==> src/hdl/ffha_pkg.sv <==
// Package for the first-fit heap allocator: constants, payload structs, codes.
// No dependencies.
package ffha_pkg;
  localparam int MaxBlocks = 64;
  localparam int SlotBits = $clog2(MaxBlocks);
  localparam int CntBits = $clog2(MaxBlocks + 1);
  localparam int HeaderBytes = 40;
  localparam int AlignBytes = 8;
  localparam int AlignBits = 3;
  localparam int MinSplitSlack = 16;
  localparam int OffsetBits = 20;
  localparam int SizeBits = OffsetBits + 2;
  localparam int UsedBits = 21;
  localparam int CfgIdxBits = 1;
  localparam logic [CfgIdxBits-1:0] RegHeapBase = 1'd0;
  localparam logic [CfgIdxBits-1:0] RegHeapSize = 1'd1;

  localparam logic [1:0] StatOk = 2'd0;
  localparam logic [1:0] StatZero = 2'd1;
  localparam logic [1:0] StatOom = 2'd2;
  localparam logic [1:0] StatBadFree = 2'd3;
  localparam logic FuncAlloc = 1'b0;

  typedef struct packed {
    logic        func;
    logic [20:0] request_size;
    logic [31:0] free_address;
  } req_t;

  typedef struct packed {
    logic [31:0] address;
    logic [1:0]  status;
    logic [20:0] used_total;
  } rsp_t;

  typedef struct packed {
    logic [OffsetBits-1:0] offset;
    logic [OffsetBits-1:0] size;
    logic                  free;
    logic [SlotBits-1:0]   next;
    logic [SlotBits-1:0]   prev;
    logic                  has_next;
    logic                  has_prev;
  } entry_t;
endpackage

==> src/hdl/ffha_table.sv <==
// Block table memory: one read port, one write port, registered read data.
// Depends on ffha_pkg.
module ffha_table (
  input  logic                         clk,
  input  logic                         we,
  input  logic [ffha_pkg::SlotBits-1:0] waddr,
  input  ffha_pkg::entry_t             wdata,
  input  logic [ffha_pkg::SlotBits-1:0] raddr,
  output ffha_pkg::entry_t             rdata
);
  ffha_pkg::entry_t mem [ffha_pkg::MaxBlocks];

  always_ff @(posedge clk) begin
    if (we) begin
      mem[waddr] <= wdata;
    end
    rdata <= mem[raddr];
  end
endmodule

==> config.mk <==
export PLATFORM = sky130hd
export DESIGN_NAME = ffha_table
export DESIGN_NICKNAME = d
export VERILOG_FILES = /design/src/hdl/ffha_pkg.sv /design/src/hdl/ffha_table.sv
export SDC_FILE = /design/constraint.sdc
export NUM_CORES = 2
export LEC_CHECK = 0
export BUFFER_PORTS_ARGS = -buffer_cell sky130_fd_sc_hd__buf_4
export CORE_ASPECT_RATIO = 1.2
export CORE_MARGIN = 8
export CORE_UTILIZATION = 51
export DETAILED_ROUTE_END_ITERATION = 8
export PLACE_DENSITY = 0.7
export SYNTH_ARGS = -nofsm -noshare
export SYNTH_HDL_FRONTEND = slang
export SYNTH_SLANG_ARGS = --single-unit
==> constraint.sdc <==
create_clock -name clk -period 5.4 [get_ports clk]
set_input_delay 0.54 -clock clk [delete_from_list [all_inputs] [get_ports clk]]
set_output_delay 0.54 -clock clk [all_outputs]
set_load 0.02 [all_outputs]
After elaboration in Yosys (flattened, before gate mapping)
Memory sizes are Yosys's and may differ from the RTL's. A register that Yosys moved wholly into a read port is not among the register bits.
Cells that the tools add are included.
- logic and storage cells: 3
- memories: 1
- register bits: 0
- input bits: 69
- bits in writable memories: 3520
- output and inout bits: 55
- memories (memory ; words ; width ; rd ports ; clocked after memory_dff ; wr ports ; RTL line ; source):
    mem ; 64 ; 55 ; 1 ; 1 ; 1 ; ffha_table.sv:11 ; ffha_pkg::entry_t mem [ffha_pkg::MaxBlocks];
- muxes and demuxes: 2
- operators with widths (operator ; number):
    1-bit 2-to-1 mux ; 2

Longest topological paths before layout
- depth in word-level cells: 2
- depth in mapped cells: 9
- mapped depth without buffers: 5

Least setup slack after synthesis
Ideal clock, no wire load.
- path type: input -> register
- start point: input waddr[3] (netlist name)
- end point: memory mem[48][0] (netlist name), enable pin
- cell stages on the path: 4
- arrival time: 4782 ps
- setup time: 535 ps
- setup slack: 83 ps
- required time: 4865 ps
- path buffers: 1
- cells stage by stage: clkbuf_1 > nor2b_1 > nand4b_1 > nor3_1
- RTL lines (what ; RTL line ; source):
    start, declared ; ffha_table.sv:6 ; input logic [ffha_pkg::SlotBits-1:0] waddr,
    end, declared ; ffha_table.sv:11 ;
Straight into the memory's write port.

==> flow_metrics.env <==
export IMPL_hold_class="input pin to register"
export IMPL_cp_start_kind="input pin"
export IMPL_wl_per_cell_um=36.48
export IMPL_hold_viol=0
export IMPL_clk_latency_ps=970
export IMPL_ctsHoldBuffers=0
export IMPL_synth_fp_nets=5770
export IMPL_first_iter_violations=8541
export IMPL_yosys_top_cells_area="edfxtp_1 (79%), mux4_2 (14%), mux2i_1 (0.96%)"
export IMPL_ant_nets=0
export IMPL_place_inst=9115
export IMPL_synth_edff_count=3520
export IMPL_grt_use_total_pct=25.05
export IMPL_antenna_found_initial=23
export IMPL_fin_cells=9770
export IMPL_fin_hold_ws_ps=114.4
export IMPL_io_buffers=123
export IMPL_setup_violations_final=0
export IMPL_clock_tree_root_cell="clkbuf_16"
export IMPL_fp_row_count=206
export IMPL_ys_ff_latch=3575
export IMPL_synth_most_common_cell="edfxtp_1"
export IMPL_cts_resized=0
export IMPL_wl_met2_um=176000
export IMPL_die_x_um=484.0
export IMPL_status="completed"
export IMPL_htree_levels=5
export IMPL_die_area_um2=279500
export IMPL_yosysTopAreaCell="edfxtp_1"
export IMPL_synth_flop_cell="edfxtp_1"
export IMPL_clk_pin_slew_worst_paths_ps=60
export IMPL_critPathKind="input pin to register"
export IMPL_grt_pass1_vias=65400
export IMPL_netlist_instances=5701
export IMPL_grt_pass1_wl_um=500700
export IMPL_nets=6114
export IMPL_yosysWarnings=0
export IMPL_clock_fmax_mhz=342.5
export IMPL_place_ws_ps=1509
export IMPL_cts_tree="done"
export IMPL_p_per_area_nw_per_um2=380.3
export IMPL_met1Wirelength_um=127000
export IMPL_synth_top_area_share_pct=78.87
export IMPL_yosysSeqAreaShare_pct=79.69
export IMPL_fin_crit_ps=2919
export IMPL_dr_wl_met3_um=36180
export IMPL_synthDistinctLibCells=39
export IMPL_power_leakage_nw=47.00
export IMPL_firstDrtPassIters=6
export IMPL_cts_made_buffers=360
export IMPL_pin_count=124
export IMPL_gp_congestion=0.8245
export IMPL_rsz0062_at_grt="no"
export IMPL_ys_async_sr_fraction_pct=0
export IMPL_dr_max_layer_used="met5"
export IMPL_die_y_um=577.6
export IMPL_power_total_w=0.05767
export IMPL_required_ps=6300
export IMPL_worst_path_max_fanout=50
export IMPL_totalWireLength_um=356400
export IMPL_cp_data_arrival_time_ps=3820
export IMPL_drc=0
export IMPL_start_util_pct=51.18
export IMPL_finalMaxSlewViolations=0
export IMPL_finalSetupTns_ps=0
export IMPL_fp_coreArea_um2=261900
export IMPL_grt_max_degree=117
export IMPL_cts_max_path_buffers=4
export IMPL_num_vias=65160
export IMPL_cp_end_kind="register"
export IMPL_worst_pin_slew_ps=1213
export IMPL_finalCritPeriodShare_pct=54.06
export IMPL_cts_setup_buffers=0
export IMPL_hpwl_um=200700
export IMPL_skew_ps=55.31
export IMPL_worst_slack_ps=2481
export IMPL_drt_vias_per_instance=6.669
export IMPL_synth_common_cells="edfxtp_1 (3520), mux4_2 (842), o22ai_1 (200)"
export IMPL_areaGrowthSynthToFinish_pct=13.15
export IMPL_cap_violations=0
export IMPL_relSlewSlack_pct=18.91
export IMPL_drive_gt1_share_pct=27.98
export IMPL_synth_area_per_cell_um2=23.51
export IMPL_grt_overflow=0
export IMPL_cts_sinks=3575
export IMPL_irDropWorstVdd_v=0.0003921
export IMPL_syn_cell_area_um2=134000
==> metrics by stage <==
| stage | utilization (%) | cell area (um^2) |
|---|---|---|
| after CTS | 57.90 | 151600 |
| after floorplan | - | 134000 |
| final | 57.91 | 151600 |
| after detailed placement | 53.59 | 140300 |
| after global routing | 57.90 | 151600 |
| after global placement | 53.59 | 140300 |
==> final cells by class <==
type	count	area [um^2]
clock inverters	187	1580
flip-flops and latches	3575	106800
repair buffers	306	3045
multi-input cells	1802	26200
well taps	3432	4294
fillers	18180	110200
diodes	11	27.53
clock buffers	457	9693
==> state kept, by name, indices dropped and copies added (netlist names) <==
name,count
rdata,55
mem,3520
==> path summary, 6_finish.rpt <==
check / from / to / slack, ps / depth (start not counted)
worst max-delay path: raddr[1] / rdata[45]$_DFF_P_ / 2480 / 7
worst min-delay path: wdata[42] / mem[31][42]$_DFFE_PP_ / 110 / 1
worst max register to register: mem[5][11]$_DFFE_PP_ / rdata[11]$_DFF_P_ / 3210 / 5
worst min register to register: mem[50][53]$_DFFE_PP_ / rdata[53]$_DFF_P_ / 820 / 4
==> cell usage in the layout, fill, tap and decap left out, types with 19 or more instances in the layout <==
master | Yosys | final
edfxtp_1 | 3520 | 3520
mux4_2 | 842 | 842
clkinv_2 | 0 | 63
nor2_4 | 0 | 62
a221oi_1 | 39 | 39
clkinv_1 | 0 | 77
nor4_1 | 44 | 44
clkbuf_1 | 126 | 74
mux2i_1 | 128 | 128
o221ai_1 | 74 | 74
buf_4 | 30 | 246
nor2_1 | 102 | 39
clkbuf_16 | 0 | 368
mux2_2 | 40 | 40
a21oi_1 | 79 | 79
nand2_1 | 29 | 24
o22ai_1 | 200 | 200
a22oi_1 | 35 | 35
nor2b_1 | 24 | 19
dfxtp_1 | 55 | 55
o22a_1 | 35 | 35
bufinv_16 | 0 | 26
buf_12 | 0 | 57
==> critical path, cell delays in order <==
cell and delay [ps]:
buf_8 470, buf_4 580, nor2b_1 960, a22oi_1 430, buf_4 270, a21oi_1 310, o22a_1 180
==> cells by family after synthesis <==
group | share of synthesized area, %
buffers and inverters | 1.156
DFF | 79.69
and+or+nand+nor | 0.9980
AOI/OAI and AO/OA | 2.717
muxes | 15.44
==> metal layers <==
layer / track usage (%) / vias up
met1: 32.75 / 34990
met3: 4.817 / 735
met5: 0 / -
li1: - / 25340
met2: 41.59 / 4093
met4: 10.73 / 6
==> report_power, final <==
part	switching (W)	leakage, nW	internal (W)
Clock	0.0102	5.52	0.0139
Combinational	0.00176	9.35	0.000992
Sequential	0.000151	32.1	0.0307
Power figures use the tool's default switching activity.
